$ cat src/sv/admm_pkg.sv
// ----------------------------------------------------------------------------
// admm_pkg: shared types and constants of the armed differential drive mixer
// Codes for commands, motor targets and directions, field widths, and the
// constants used by the throttle/steer mixer.
// ----------------------------------------------------------------------------
package admm_pkg;

   localparam int OP_W    = 3;
   localparam int AXIS_W  = 11;
   localparam int DB_W    = 10;
   localparam int TGT_W   = 2;
   localparam int DIR_W   = 2;
   localparam int SPEED_W = 7;
   localparam int MIX_W   = AXIS_W + 1;
   localparam int MAG_W   = 10;
   localparam int RUN_MAX = 4;
   localparam int RUN_W   = 2;

   localparam logic [DB_W-1:0]         DEADBAND_RESET = 10'd20;
   localparam logic signed [MIX_W-1:0] MIX_LIMIT      = 12'sd1000;
   // speed = mag / 10, done as (mag * 205) >> 11, exact for mag up to 1000
   localparam logic [7:0]              RECIP          = 8'd205;
   localparam int                      RECIP_SHIFT    = 11;

   typedef enum logic [OP_W-1:0] {
      OP_MANUAL = 3'd0,
      OP_APPLY  = 3'd1,
      OP_ARM    = 3'd2,
      OP_DISARM = 3'd3,
      OP_SOFT   = 3'd4,
      OP_RESET  = 3'd5
   } op_type;

   typedef enum logic [TGT_W-1:0] {
      TGT_STOP  = 2'd0,
      TGT_LEFT  = 2'd1,
      TGT_RIGHT = 2'd2,
      TGT_HARD  = 2'd3
   } target_type;

   typedef enum logic [DIR_W-1:0] {
      DIR_HALT = 2'd0,
      DIR_FWD  = 2'd1,
      DIR_REV  = 2'd2
   } dir_type;

   typedef struct packed {
      dir_type             overall;
      logic                left_rev;
      logic                right_rev;
      logic [SPEED_W-1:0]  left_speed;
      logic [SPEED_W-1:0]  right_speed;
   } mix_result_type;

   typedef struct packed {
      target_type          target;
      dir_type             dir;
      logic [SPEED_W-1:0]  speed;
   } entry_type;

endpackage

$ cat src/sv/admm_if.sv
// ----------------------------------------------------------------------------
// admm_if: valid/ready channels of the armed differential drive mixer
// Command channel and motor command channel, each with source and sink views.
// ----------------------------------------------------------------------------
interface admm_req_if;
   logic                                valid;
   logic                                ready;
   logic [admm_pkg::OP_W-1:0]           operation;
   logic signed [admm_pkg::AXIS_W-1:0]  throttle;
   logic signed [admm_pkg::AXIS_W-1:0]  steer;

   modport source (output valid, operation, throttle, steer, input ready);
   modport sink   (input valid, operation, throttle, steer, output ready);
endinterface

interface admm_rsp_if;
   logic                                valid;
   logic                                ready;
   logic [admm_pkg::TGT_W-1:0]          target;
   logic [admm_pkg::DIR_W-1:0]          drive_direction;
   logic [admm_pkg::SPEED_W-1:0]        speed;
   logic                                armed_flag;
   logic                                last_of_run;

   modport source (output valid, target, drive_direction, speed, armed_flag,
                   last_of_run, input ready);
   modport sink   (input valid, target, drive_direction, speed, armed_flag,
                   last_of_run, output ready);
endinterface

$ cat src/sv/admm_mix.sv
// ----------------------------------------------------------------------------
// admm_mix: throttle/steer mixer
// Mixes the two axes into left and right values, clamps them, and derives
// side directions, side speeds and the overall direction.
// ----------------------------------------------------------------------------
module admm_mix (
   input  logic signed [admm_pkg::AXIS_W-1:0] throttle,
   input  logic signed [admm_pkg::AXIS_W-1:0] steer,
   input  logic [admm_pkg::DB_W-1:0]          deadband,
   output admm_pkg::mix_result_type           mix
);

   logic signed [admm_pkg::MIX_W-1:0] th_ext;
   logic signed [admm_pkg::MIX_W-1:0] st_ext;
   logic signed [admm_pkg::MIX_W-1:0] db_ext;
   logic signed [admm_pkg::MIX_W-1:0] left_sum;
   logic signed [admm_pkg::MIX_W-1:0] right_sum;
   logic signed [admm_pkg::MIX_W-1:0] left_clamp;
   logic signed [admm_pkg::MIX_W-1:0] right_clamp;
   logic signed [admm_pkg::MIX_W-1:0] left_abs;
   logic signed [admm_pkg::MIX_W-1:0] right_abs;
   logic [admm_pkg::MAG_W+7:0]        left_prod;
   logic [admm_pkg::MAG_W+7:0]        right_prod;

   assign th_ext    = {throttle[admm_pkg::AXIS_W-1], throttle};
   assign st_ext    = {steer[admm_pkg::AXIS_W-1], steer};
   assign db_ext    = {2'b00, deadband};
   assign left_sum  = th_ext + st_ext;
   assign right_sum = th_ext - st_ext;

   always_comb begin
      if (left_sum > admm_pkg::MIX_LIMIT) begin
         left_clamp = admm_pkg::MIX_LIMIT;
      end else if (left_sum < -admm_pkg::MIX_LIMIT) begin
         left_clamp = -admm_pkg::MIX_LIMIT;
      end else begin
         left_clamp = left_sum;
      end
      if (right_sum > admm_pkg::MIX_LIMIT) begin
         right_clamp = admm_pkg::MIX_LIMIT;
      end else if (right_sum < -admm_pkg::MIX_LIMIT) begin
         right_clamp = -admm_pkg::MIX_LIMIT;
      end else begin
         right_clamp = right_sum;
      end
   end

   assign left_abs   = left_clamp[admm_pkg::MIX_W-1] ? -left_clamp : left_clamp;
   assign right_abs  = right_clamp[admm_pkg::MIX_W-1] ? -right_clamp : right_clamp;
   assign left_prod  = left_abs[admm_pkg::MAG_W-1:0] * admm_pkg::RECIP;
   assign right_prod = right_abs[admm_pkg::MAG_W-1:0] * admm_pkg::RECIP;

   always_comb begin
      if (th_ext > db_ext) begin
         mix.overall = admm_pkg::DIR_FWD;
      end else if (th_ext < -db_ext) begin
         mix.overall = admm_pkg::DIR_REV;
      end else begin
         mix.overall = admm_pkg::DIR_HALT;
      end
      mix.left_rev    = left_clamp[admm_pkg::MIX_W-1];
      mix.right_rev   = right_clamp[admm_pkg::MIX_W-1];
      mix.left_speed  =
         left_prod[admm_pkg::RECIP_SHIFT +: admm_pkg::SPEED_W];
      mix.right_speed =
         right_prod[admm_pkg::RECIP_SHIFT +: admm_pkg::SPEED_W];
   end

endmodule

$ cat src/sv/armed_differential_drive_mixer.sv
// ----------------------------------------------------------------------------
// armed_differential_drive_mixer: armed differential drive mixer, top level
// Takes drive commands, keeps the armed/mixing state and emits motor commands.
// ----------------------------------------------------------------------------
//  channel  dir  handshake      payload
//  req      in   valid/ready    operation, throttle, steer
//  rsp      out  valid/ready    target, drive_direction, speed, armed_flag,
//                               last_of_run
//  csr      in   csr_we         csr_wdata (deadband)
//
// One command is taken per cycle into the input register while req.ready is high;
// it is executed from there, and its motor commands (0 to 4) load the run register.
// The run register sends one motor command per cycle while rsp.ready is high.
// Reset is synchronous and clears the valid flags and architectural state at once;
// deadband returns to 20.
// rsp.ready low holds the current motor command; a command with results waits
// in the input register until the run register drains, and req.ready drops.
module armed_differential_drive_mixer (
   input  logic                       clock,
   input  logic                       reset,
   input  logic                       csr_we,
   input  logic [admm_pkg::DB_W-1:0]  csr_wdata,
   admm_req_if.sink                   req,
   admm_rsp_if.source                 rsp
);

   // input register
   logic                                in_valid_ff;
   logic [admm_pkg::OP_W-1:0]           in_op_ff;
   logic signed [admm_pkg::AXIS_W-1:0]  in_th_ff;
   logic signed [admm_pkg::AXIS_W-1:0]  in_st_ff;

   // architectural state
   logic [admm_pkg::DB_W-1:0]     deadband_ff;
   logic                          armed_ff, armed_in;
   admm_pkg::dir_type             overall_ff, overall_in;
   admm_pkg::dir_type             prev_ff, prev_in;
   logic                          left_rev_ff, left_rev_in;
   logic                          right_rev_ff, right_rev_in;
   logic [admm_pkg::SPEED_W-1:0]  left_speed_ff, left_speed_in;
   logic [admm_pkg::SPEED_W-1:0]  right_speed_ff, right_speed_in;
   logic                          pending_ff, pending_in;
   logic                          turning_ff, turning_in;

   // run register
   logic                          run_valid_ff;
   logic [admm_pkg::RUN_W-1:0]    run_idx_ff;
   logic [admm_pkg::RUN_W-1:0]    run_last_ff, run_last_in;
   logic                          run_armed_ff, run_armed_in;
   admm_pkg::entry_type           run_ent_ff [admm_pkg::RUN_MAX];
   admm_pkg::entry_type           run_ent_in [admm_pkg::RUN_MAX];

   admm_pkg::mix_result_type      mix;
   admm_pkg::entry_type           cur;
   logic                          has_run;
   logic                          run_done;
   logic                          run_free;
   logic                          proc_go;
   logic [admm_pkg::RUN_W-1:0]    n_stops;
   logic                          dir_change;
   logic                          turn_change;

   admm_mix u_mix (
      .throttle (in_th_ff),
      .steer    (in_st_ff),
      .deadband (deadband_ff),
      .mix      (mix)
   );

   assign dir_change  = (overall_ff != prev_ff);
   assign turn_change = ((left_rev_ff != right_rev_ff) != turning_ff);
   assign n_stops     = {1'b0, dir_change} + {1'b0, turn_change};

   always_comb begin
      armed_in       = armed_ff;
      overall_in     = overall_ff;
      prev_in        = prev_ff;
      left_rev_in    = left_rev_ff;
      right_rev_in   = right_rev_ff;
      left_speed_in  = left_speed_ff;
      right_speed_in = right_speed_ff;
      pending_in     = pending_ff;
      turning_in     = turning_ff;
      has_run        = 1'b0;
      run_last_in    = '0;
      run_armed_in   = armed_ff;
      for (int i = 0; i < admm_pkg::RUN_MAX; i++) begin
         run_ent_in[i] = '{target: admm_pkg::TGT_STOP, dir: admm_pkg::DIR_HALT,
                           speed: '0};
      end
      case (admm_pkg::op_type'(in_op_ff))
         admm_pkg::OP_MANUAL: begin
            if (armed_ff) begin
               overall_in     = mix.overall;
               left_rev_in    = mix.left_rev;
               right_rev_in   = mix.right_rev;
               left_speed_in  = mix.left_speed;
               right_speed_in = mix.right_speed;
               pending_in     = 1'b1;
            end
         end
         admm_pkg::OP_APPLY: begin
            if (armed_ff && pending_ff) begin
               has_run      = 1'b1;
               run_armed_in = 1'b1;
               run_last_in  = n_stops + 2'd1;
               prev_in      = overall_ff;
               turning_in   = (left_rev_ff != right_rev_ff);
               pending_in   = 1'b0;
               // stops first, then left, then right
               for (int i = 0; i < admm_pkg::RUN_MAX; i++) begin
                  if (admm_pkg::RUN_W'(i) == n_stops) begin
                     run_ent_in[i].target = admm_pkg::TGT_LEFT;
                     run_ent_in[i].dir    = left_rev_ff ? admm_pkg::DIR_REV
                                                        : admm_pkg::DIR_FWD;
                     run_ent_in[i].speed  = left_speed_ff;
                  end else if (admm_pkg::RUN_W'(i) == n_stops + 2'd1) begin
                     run_ent_in[i].target = admm_pkg::TGT_RIGHT;
                     run_ent_in[i].dir    = right_rev_ff ? admm_pkg::DIR_REV
                                                         : admm_pkg::DIR_FWD;
                     run_ent_in[i].speed  = right_speed_ff;
                  end
               end
            end
         end
         admm_pkg::OP_ARM: begin
            armed_in = 1'b1;
         end
         admm_pkg::OP_DISARM: begin
            armed_in       = 1'b0;
            overall_in     = admm_pkg::DIR_HALT;
            left_speed_in  = '0;
            right_speed_in = '0;
            has_run        = 1'b1;
            run_armed_in   = 1'b0;
            run_ent_in[0].target = admm_pkg::TGT_HARD;
         end
         admm_pkg::OP_SOFT: begin
            overall_in     = admm_pkg::DIR_HALT;
            left_speed_in  = '0;
            right_speed_in = '0;
            pending_in     = 1'b1;
         end
         admm_pkg::OP_RESET: begin
            armed_in       = 1'b0;
            left_speed_in  = '0;
            right_speed_in = '0;
            prev_in        = admm_pkg::DIR_HALT;
            turning_in     = 1'b0;
         end
         default: begin
         end
      endcase
   end

   assign run_done  = run_valid_ff && rsp.ready && (run_idx_ff == run_last_ff);
   assign run_free  = !run_valid_ff || run_done;
   assign proc_go   = in_valid_ff && (!has_run || run_free);
   assign req.ready = !in_valid_ff || proc_go;

   always_ff @(posedge clock) begin
      if (reset) begin
         in_valid_ff <= 1'b0;
      end else if (req.ready) begin
         in_valid_ff <= req.valid;
      end
   end

   always_ff @(posedge clock) begin
      if (req.ready && req.valid) begin
         in_op_ff <= req.operation;
         in_th_ff <= req.throttle;
         in_st_ff <= req.steer;
      end
   end

   always_ff @(posedge clock) begin
      if (reset) begin
         deadband_ff <= admm_pkg::DEADBAND_RESET;
      end else if (csr_we) begin
         deadband_ff <= csr_wdata;
      end
   end

   always_ff @(posedge clock) begin
      if (reset) begin
         armed_ff       <= 1'b0;
         overall_ff     <= admm_pkg::DIR_HALT;
         prev_ff        <= admm_pkg::DIR_HALT;
         left_rev_ff    <= 1'b0;
         right_rev_ff   <= 1'b0;
         left_speed_ff  <= '0;
         right_speed_ff <= '0;
         pending_ff     <= 1'b0;
         turning_ff     <= 1'b0;
      end else if (proc_go) begin
         armed_ff       <= armed_in;
         overall_ff     <= overall_in;
         prev_ff        <= prev_in;
         left_rev_ff    <= left_rev_in;
         right_rev_ff   <= right_rev_in;
         left_speed_ff  <= left_speed_in;
         right_speed_ff <= right_speed_in;
         pending_ff     <= pending_in;
         turning_ff     <= turning_in;
      end
   end

   always_ff @(posedge clock) begin
      if (reset) begin
         run_valid_ff <= 1'b0;
         run_idx_ff   <= '0;
      end else if (proc_go && has_run) begin
         run_valid_ff <= 1'b1;
         run_idx_ff   <= '0;
      end else if (run_done) begin
         run_valid_ff <= 1'b0;
      end else if (run_valid_ff && rsp.ready) begin
         // advance to the next motor command of this run
         run_idx_ff <= run_idx_ff + 2'd1;
      end
   end

   always_ff @(posedge clock) begin
      if (proc_go && has_run) begin
         run_last_ff  <= run_last_in;
         run_armed_ff <= run_armed_in;
         run_ent_ff   <= run_ent_in;
      end
   end

   assign cur                 = run_ent_ff[run_idx_ff];
   assign rsp.valid           = run_valid_ff;
   assign rsp.target          = cur.target;
   assign rsp.drive_direction = cur.dir;
   assign rsp.speed           = cur.speed;
   assign rsp.armed_flag      = run_armed_ff;
   assign rsp.last_of_run     = (run_idx_ff == run_last_ff);

endmodule

$ cat src/flat_wrapper.sv
// flat-port wrapper written by rule: the top's interface ports become plain ports
module armed_differential_drive_mixer_flat 
  (clock, reset, csr_we, csr_wdata, req_valid, req_operation, req_throttle, req_steer, req_ready, rsp_valid, rsp_target, rsp_drive_direction, rsp_speed, rsp_armed_flag, rsp_last_of_run, rsp_ready);
  admm_req_if req_i ();
  admm_rsp_if rsp_i ();
  input  logic clock;
  input  logic reset;
  input  logic csr_we;
  input  logic [admm_pkg::DB_W-1:0] csr_wdata;
  input wire logic [$bits(req_i.valid)-1:0] req_valid;
  input wire logic [$bits(req_i.operation)-1:0] req_operation;
  input wire logic [$bits(req_i.throttle)-1:0] req_throttle;
  input wire logic [$bits(req_i.steer)-1:0] req_steer;
  output wire logic [$bits(req_i.ready)-1:0] req_ready;
  output wire logic [$bits(rsp_i.valid)-1:0] rsp_valid;
  output wire logic [$bits(rsp_i.target)-1:0] rsp_target;
  output wire logic [$bits(rsp_i.drive_direction)-1:0] rsp_drive_direction;
  output wire logic [$bits(rsp_i.speed)-1:0] rsp_speed;
  output wire logic [$bits(rsp_i.armed_flag)-1:0] rsp_armed_flag;
  output wire logic [$bits(rsp_i.last_of_run)-1:0] rsp_last_of_run;
  input wire logic [$bits(rsp_i.ready)-1:0] rsp_ready;
  assign req_i.valid = req_valid;
  assign req_i.operation = req_operation;
  assign req_i.throttle = req_throttle;
  assign req_i.steer = req_steer;
  assign req_ready = req_i.ready;
  assign rsp_valid = rsp_i.valid;
  assign rsp_target = rsp_i.target;
  assign rsp_drive_direction = rsp_i.drive_direction;
  assign rsp_speed = rsp_i.speed;
  assign rsp_armed_flag = rsp_i.armed_flag;
  assign rsp_last_of_run = rsp_i.last_of_run;
  assign rsp_i.ready = rsp_ready;
  armed_differential_drive_mixer u_core (.clock(clock), .reset(reset), .csr_we(csr_we), .csr_wdata(csr_wdata), .req(req_i), .rsp(rsp_i));
endmodule
$ cat config.mk
export PLATFORM = sky130hd
export DESIGN_NAME = armed_differential_drive_mixer_flat
export DESIGN_NICKNAME = d
export VERILOG_FILES = /design/src/sv/admm_pkg.sv /design/src/sv/admm_if.sv /design/src/sv/admm_mix.sv /design/src/sv/armed_differential_drive_mixer.sv /design/src/flat_wrapper.sv
export SDC_FILE = /design/constraint.sdc
export NUM_CORES = 1
export LEC_CHECK = 0
export ABC_AREA = 1
export BUFFER_PORTS_ARGS = -buffer_cell sky130_fd_sc_hd__buf_2
export CORE_AREA = 2 2 149 151
export CTS_BUF_LIST = sky130_fd_sc_hd__clkbuf_4 sky130_fd_sc_hd__clkbuf_8
export DETAILED_ROUTE_END_ITERATION = 10
export DIE_AREA = 0 0 151 153
export PLACE_DENSITY = 0.78
export SLEW_MARGIN = 20
export SYNTH_ARGS = -nofsm -noshare
export SYNTH_HDL_FRONTEND = slang
export SYNTH_HIERARCHICAL = 1
export SYNTH_SLANG_ARGS = --single-unit
$ cat constraint.sdc
create_clock -name clock -period 7.8 [get_ports clock]
set_clock_uncertainty 0.05 [all_clocks]
set_input_delay 0.39 -clock clock [delete_from_list [all_inputs] [get_ports clock]]
set_output_delay 0.39 -clock clock [all_outputs]
set_load 0.02 [all_outputs]
== Word-level counts from Yosys, hierarchy flattened ==
Cells that the tools add are included.

* Bits in registers: 109
* Bits in latches: 0
* Memory bits (writable): 0
* Memory bits (read-only): 0
* Output and inout bits: 15
* Logic and storage cells: 150
* Memories kept: 0

* Add/sub/neg operators: 8
* Multiply operators: 2
* Divide/modulo/power cells: 0
* $lt $le $gt $ge: 7
* Eq/ne operators: 17
* Shifts and indexed selects: 0
* Muxes and demuxes: 43
* Bitwise operators: 4
* Reduce and logical (&&, ||, !) cells: 36

{| class="wikitable"
|+ Operator list
! cell !! count
|-
| two-way mux 11 bit || 10
|-
| two-way mux 12 bit || 4
|-
| two-way mux 44 bit || 1
|-
| multiplier 10 x 8 -> 18 bit (second input constant) || 2
|-
| one-hot mux 7 bit (2 select lines) || 2
|-
| > comparator 12 x 11 -> 1 bit (second input constant) || 2
|-
| less-than comparator 12 x 11 -> 1 bit (second input constant) || 2
|-
| binary-select mux 11 bit (select 2 bit) || 1
|-
| two-way mux 10 bit || 2
|-
| negation 10 bit || 2
|-
| two-way mux 7 bit || 2
|-
| adder 11 x 11 -> 12 bit || 1
|-
| less-than comparator 11 x 12 -> 1 bit || 1
|-
| two-way mux 2 bit || 6
|-
| negation 10 -> 12 bit || 1
|-
| one-hot mux 2 bit (2 select lines) || 3
|-
| AND reduction 3 bit || 4
|-
| OR reduction 3 bit || 4
|-
| subtractor 11 x 11 -> 12 bit || 1
|-
| > comparator 11 bit || 1
|-
| nonzero test 2 bit || 5
|-
| == test 2 bit (first input constant) || 4
|-
| one-hot mux 1 bit (2 select lines) || 4
|-
| two-way mux 1 bit || 7
|-
| other kinds (23) || 45
|}

== Depth between registers and ports, before layout ==
Gate-level depths: netlist of run 1.

* Depth in word-level cells: 9
* Mapped depth: 46
* Depth with buffers taken out: 44

== Modules after synthesis ==
Netlist of run 1, hierarchy kept.

{| class="wikitable"
|+ Modules (own cells, without submodules)
! module !! times used !! cells each !! area each (µm²)
|-
| admm_mix || 1 || 855 || 5775.5
|-
| armed_differential_drive_mixer || 1 || 530 || 4832.1
|}

== Worst setup path before layout of run 1 ==
No wires, ideal clock.

* Path type: register -> register
* Start point: register u_core/in_th_ff[1] (netlist name)
* End point: register u_core/left_speed_ff[1] (netlist name)
* Arrival time: 6.261 ns
* Slack: 1.419 ns
* Stages on the path, launching flop included: 39
* Period minus slack after synthesis: 6.381 ns
* Path through: edfxtp_1 inv_1 fa_1 inv_1 nand2_1 nand2_2 nand3_1 nand2_1 nand4_1 nand2_1 xor2_1 nand2_1 nand2_2 buf_6 nand2_4 or2_2 ha_1 nand4_1 (+3 left out) nand2_1 inv_1 ha_1 fa_1 inv_1 fa_1 fa_1 inv_1 ha_1 a21oi_1 nand2_1 a221oi_1 nand2_2 xor2_1 inv_1 nor2_1 nand3_1 a21oi_1

{| class="wikitable"
|+ RTL lines
! item !! RTL line !! text
|-
| start, declared || armed_differential_drive_mixer.sv:30 || <nowiki>logic signed [admm_pkg::AXIS_W-1:0] in_th_ff;</nowiki>
|-
| start signal, assigned || armed_differential_drive_mixer.sv:172 || <nowiki>in_th_ff <= req.throttle;</nowiki>
|-
| end signal, assigned || armed_differential_drive_mixer.sv:202 || <nowiki>left_speed_ff <= left_speed_in;</nowiki>
|-
| end, declared || armed_differential_drive_mixer.sv:40 || <nowiki>logic [admm_pkg::SPEED_W-1:0] left_speed_ff, left_speed_in;</nowiki>
|}

==> results.yml, run 1 <==
layout:
  syn_to_final_growth_pct: 6.20
  nets: 1642
  drive_above_1_share: 0.0955
  final_util: 0.524
worst_setup_path:
  cp-start-kind: "flip-flop"
  slowest_stage: "fa_1"
  cp-end-kind: "flip-flop"
  required_ns: 8.07
  crit_arrival_ns: 7.49
  slowest_delay_ns: 0.56
  worst-path-buf-inv: 5
  cpLargestDelayFamily: "adder cells"
  critPathKind: "flip-flop to flip-flop"
  crit_top_cell: "nand2_1"
  cp_max_fo: 11
clock_network:
  cts-root-buf: "clkbuf_8"
  clkTransAtPathRegs_ns: 0.14
  clock_latency_ns: 0.41
  cts_tree: "yes"
  numClockSinks: 109
  cts_max_path_buffers: 2
  cts.htree.levels: 3
  cts_buffers: 9
grt:
  gr-total-overflow: 0
  grt_max_degree: 48
  grt_antenna_before_repair: 1
  grt_pass1_vias: 8624
  grt_first_pass_wirelength_mm: 39.9
  grt_usage: 0.213
sta:
  drv_slew: 0
  finalSetupViolations: 0
  fmax_ghz: 0.139
  tightest_slew_ns: 1.03
  slew_headroom: 0.310
  rsz0062_at_grt: "false"
  hold_viol: 0
  min_period_ns: 7.21
  period_share: 0.925
  fin_setup_tns_ns: 0
detailed_routing:
  wirelength_mm: 23.9
  firstDrtPassIters: 5
  route.detailed.vias_per_inst: 5.23
  ant_nets: 0
  num_vias: 8910
  drt-wirelength-per-cell_um: 14.0
  drtIter0Drc: 522
  drc_errors: 0
yosys:
  synth_top_area_share: 0.204
  synthTopCellsByCount: "nand2_1, inv_1, ha_1, nor2_1, o21ai_0"
  synthTopCellsByArea: "edfxtp_1, ha_1, nand2_1"
  synth_most_common_cell: "nand2_1"
  mappedNetlistArea_um2: 10600
  synth_fp_nets: 1608
  synth_edf_count: 72
  synth-main-ff-cell: "edfxtp_1"
  yosys_warnings: 6
  synth_seq_area_share: 0.274
  synth_cell_types: 53
  synth.avg_cell_area_um2: 7.66
  ys_async_sr_fraction: 0
  synth_top_area_cell: "edfxtp_1"
  ys_ff_latch: 109
  synth_cells: 1385
placement:
  dpl.hpwl_mm: 19.3
  gp_congestion: 0.904
  port_buffers: 54
die:
  die_x_um: 151
  rows: 54
  start_util: 0.494
  dieArea_um2: 23100
  ioPinCount: 55
  core_area_um2: 21500
  die_h_um: 153
flow_run:
  drv_cap: 0
run_status:
  status: "finished clean"
min_path:
  hold_path.class: "input pin to flip-flop"
[routing by layer]
metal,vias up,routed length (um),global-route usage
met3,47,1010,0.0260
met1,4062,10700,0.274
met4,2,621,0.0734
met2,224,11600,0.367
li1,4575,-,-
met5,-,11,0
[flip-flops by register name (all words and copies together) (netlist names)]
signal                 cells
u_core/run_last_ff         2
u_core/right_speed_ff      7
u_core/overall_ff          2
u_core/rsp.armed_flag      1
u_core/run_ent_ff         44
u_core/prev_ff             2
u_core/in_valid_ff         1
u_core/pending_ff          1
u_core/turning_ff          1
u_core/left_speed_ff       7
u_core/run_idx_ff          2
u_core/armed_ff            1
u_core/in_th_ff           11
u_core/in_op_ff            3
u_core/left_rev_ff         1
u_core/deadband_ff        10
u_core/right_rev_ff        1
u_core/rsp.valid           1
u_core/in_st_ff           11
[layout make-up]
type,instances,area [um2]
fillers,2053,10200
multi-input cells,989,6550
inverters,254,955
clock inverters,7,93.8
well taps,280,350
diodes,1,2.50
clock buffers,9,124
flip-flops and latches,109,2900
repair buffers,56,285
[metrics by stage]
step / area, um2 / cells / worst slack, ns / hold WS, ns
after global routing: 11300 / 1704 / 0.0488 / 0.0785
after floorplan: 10600 / 1385 / 1.42 / 0.401
after CTS: 11300 / 1704 / 0.557 / 0.0789
final: 11300 / 1705 / 0.588 / 0.0964
after detailed placement: 11000 / 1688 / 0.584 / 0.463
after global placement: 11000 / 1688 / 0.747 / 0.453
[cells by family after synthesis]
family,synth area share
adder cells (fa/ha/maj),0.241
AO/OA/AOI/OAI,0.113
buffers and inverters,0.109
XOR/XNOR,0.0313
flip-flops,0.274
AND/OR/NAND/NOR,0.232
[layout by cell type (no fill, tap or decap), drive strengths merged, types with 2 or more instances in the layout]
| master | Yosys | routed |
|---|---|---|
| a21o | 3 | 3 |
| nor3 | 19 | 19 |
| a211oi | 7 | 7 |
| edfxtp | 72 | 72 |
| buf | 18 | 56 |
| fa | 36 | 36 |
| nor4 | 2 | 2 |
| ha | 147 | 147 |
| nand2 | 293 | 293 |
| dfxtp | 37 | 37 |
| nand4 | 20 | 20 |
| nand3 | 74 | 74 |
| o21bai | 4 | 4 |
| a21oi | 81 | 81 |
| or2 | 3 | 3 |
| a31oi | 3 | 3 |
| xor2 | 30 | 30 |
| xnor2 | 7 | 7 |
| nor2 | 142 | 142 |
| inv | 252 | 256 |
| o21ai | 87 | 87 |
| clkinv | 2 | 5 |
| o22ai | 18 | 18 |
| o21a | 2 | 2 |
| a221oi | 3 | 3 |
| clkbuf | 15 | 9 |
| nor3b | 2 | 2 |
[final timing paths]
check / from / to / slack (ns) / cells after the start
max: u_core/in_th_ff[1] / u_core/left_speed_ff[6] / 0.59 / 36
min: req_operation[1] / u_core/in_op_ff[1] / 0.1 / 1
max reg2reg: u_core/in_th_ff[1] / u_core/left_speed_ff[6] / 0.59 / 36
min reg2reg: u_core/deadband_ff[4] / u_core/deadband_ff[4] / 0.48 / 2
[timing repair]
item	CTS	global route
gates resized for setup	0	1
setup endpoints to repair	0	4
hold buffers	0	0
hold endpoints to repair	0	0
buffers inserted	0	0
Power of run 1 is not shown: default switching activity piles up to over one toggle a cycle in this logic, so the estimate is an artifact.
==> run 2: changes to the inputs <==
--- a/config.mk
+++ b/config.mk
@@ -11,7 +11,7 @@
 export CTS_BUF_LIST = sky130_fd_sc_hd__clkbuf_4 sky130_fd_sc_hd__clkbuf_8
 export DETAILED_ROUTE_END_ITERATION = 10
 export DIE_AREA = 0 0 151 153
-export PLACE_DENSITY = 0.78
+export PLACE_DENSITY = 0.8
 export SLEW_MARGIN = 20
 export SYNTH_ARGS = -nofsm -noshare
 export SYNTH_HDL_FRONTEND = slang
==> constraint.sdc (replaced) <==
create_clock -name clock -period 6.3 [get_ports clock]
set_clock_uncertainty 0.05 [all_clocks]
set_input_delay 0.315 -clock clock [delete_from_list [all_inputs] [get_ports clock]]
set_output_delay 0.315 -clock clock [all_outputs]
set_load 0.02 [all_outputs]
==> run 2 against run 1 <==
Compared with the run above:
- the run now ends with negative setup slack left
- via count rose by 14%
- maximum frequency increased by 10%
- first-iteration DRC count up 15%
- sequential share of layout area down 4.4 points
- routed wire length is 23% higher
- count of clock-buffer cells in the layout is the same
- global-route usage is 3.1 points higher
- hold slack worse by 0.077 ns
- setup slack worse by 0.83 ns
- final cell count grew 11%
- non-clock buffer count increased by 182
- critical path depth rose by 7
- critical endpoint is now u_core/right_speed_ff[4]
- largest cell class unchanged
- highest routed layer is now met4
==> results.yml, run 2 (synthesized netlist as in run 1, its figures left out) <==
sta:
  tightest_slew_ns: 1.05
  period_share: 1.04
  rsz0062_at_grt: "true"
  slew_headroom: 0.294
  fin_ws_ns: -0.238
  min_period_ns: 6.54
  hold_viol: 0
  fmax_ghz: 0.153
  finalSetupViolations: 11
  fin_setup_tns_ns: -1.72
  drv_slew: 0
placement:
  gp_congestion: 0.915
  postPlaceCellArea_um2: 12100
  port_buffers: 54
  dpl.hpwl_mm: 20.3
  placed_cells: 1831
worst_setup_path:
  worst-path-buf-inv: 8
  slowest_stage: "fa_1"
  cp-start-kind: "flip-flop"
  r2r_slack_ns: -0.24
  reg2reg_depth: 43
  r2r-start: "u_core/in_th_ff[0]"
  cp-startpoint: "u_core/in_th_ff[0]"
  cp-end-kind: "flip-flop"
  crit_arrival_ns: 6.80
  cpLargestDelayFamily: "adder cells"
  timing.rr.end: "u_core/right_speed_ff[4]"
  cp_max_fo: 4
  crit_top_cell: "nand2_2"
  slowest_delay_ns: 0.53
  required_ns: 6.57
  critPathKind: "flip-flop to flip-flop"
grt:
  grt_first_pass_wirelength_mm: 45.7
  grt_pass1_vias: 10192
  grt_max_degree: 48
  grt_antenna_before_repair: 0
  gr-total-overflow: 0
  grt_usage: 0.244
detailed_routing:
  drt-wirelength-per-cell_um: 15.6
  route.detailed.vias_per_inst: 5.39
  num_vias: 10166
  wirelength_mm: 29.5
  firstDrtPassIters: 8
  ant_nets: 0
  drtIter0Drc: 601
  drc_errors: 0
clock_network:
  cts_buffers: 9
  clock_latency_ns: 0.42
  cts-root-buf: "clkbuf_8"
  clkTransAtPathRegs_ns: 0.13
  cts_max_path_buffers: 2
  numClockSinks: 109
  cts.htree.levels: 3
  cts_tree: "yes"
layout:
  mostFrequentLayoutCells: "nand2_1, inv_1, buf_4"
  syn_to_final_growth_pct: 27.9
  largest_reg_flops: 44
  nets: 1824
  design_area_um2: 13600
  top_regs: "u_core/run_ent_ff x44, u_core/in_st_ff x11, u_core/in_th_ff x11"
  regMostFlops: "u_core/run_ent_ff"
  instances_no_fill: 1886
  drive_above_1_share: 0.290
  final_common_cell: "nand2_1"
  n_antenna_cell: 0
die:
  die_x_um: 151
  dieArea_um2: 23100
  die_h_um: 153
  start_util: 0.494
  ioPinCount: 55
  core_area_um2: 21500
  rows: 54
min_path:
  hold_path.class: "input pin to flip-flop"
  whs_endpoint: "u_core/in_op_ff[2]"
  whs_path_depth: 1
  holdCritStartpoint: "req_operation[2]"
run_status:
  violations: "negative setup slack"
  status: "finished, violations left"
flow_run:
  drv_cap: 0
## run 2: changes by cell type in the layout (fill, tap and decap cells not counted), sizes merged
cell and delta:
diode -1, clkinv +2, inv -2, buf +182
## run 2: how the worst max path moves through the flow
stage                               end  slack, ns  cells past startpoint
3_5_place_dp   u_core/right_speed_ff[3]      -0.42                     39
5_1_grt        u_core/right_speed_ff[6]      -0.57                     40
2_1_floorplan   u_core/left_speed_ff[1]     -0.002                     40
4_1_cts        u_core/right_speed_ff[5]     0.0002                     42
3_3_place_gp   u_core/right_speed_ff[3]      -0.23                     39
6_report       u_core/right_speed_ff[4]      -0.24                     43
## run 2: final cells by class
class                           count  area, um2
Multi-Input combinational cell    989       7470
Fill cell                        1671       7920
Sequential cell                   109       2900
Clock inverter                      7       93.8
Tap cell                          280        350
Timing Repair Buffer              238       1660
Inverter                          254        960
Clock buffer                        9        124
## run 2: worst reg2reg max path: cells and delay by family, from the launching register on
kind,cells,cell delay (ns)
AOI/OAI and AO/OA,5,0.62
adders and majority gates,8,2.69
and+or+nand+nor,22,2.06
DFF,1,0.42
buffers and inverters,8,0.63
## run 2: stage by stage
stage	setup slack [ns]	hold slack [ns]	utilization
6_report	-0.238	0.0192	0.631
5_1_grt	-0.571	0.00359	0.631
2_1_floorplan	-0.00192	0.334	-
3_5_place_dp	-0.419	0.443	0.565
4_1_cts	0.000238	0.0123	0.606
3_3_place_gp	-0.229	0.441	0.565
## run 2: what timing repair did
action / in CTS / in global routing
endpoints found under the setup margin: 14 / 14
pin swaps: 63 / 84
buffers inserted: 21 / 18
hold buffers: 0 / 0
gates resized for setup: 98 / 94
gates cloned: 0 / 0
## run 2: routing by layer
layer | up-vias | wire length [um] | share of wire | GRT usage
met5 | - | 0 | 0 | 0
met4 | 0 | 1270 | 0.043 | 0.108
met3 | 109 | 1710 | 0.058 | 0.0340
met2 | 403 | 15300 | 0.52 | 0.452
met1 | 4722 | 11200 | 0.38 | 0.275
li1 | 4932 | - | - | -
Power of run 2 is left out for the same reason.
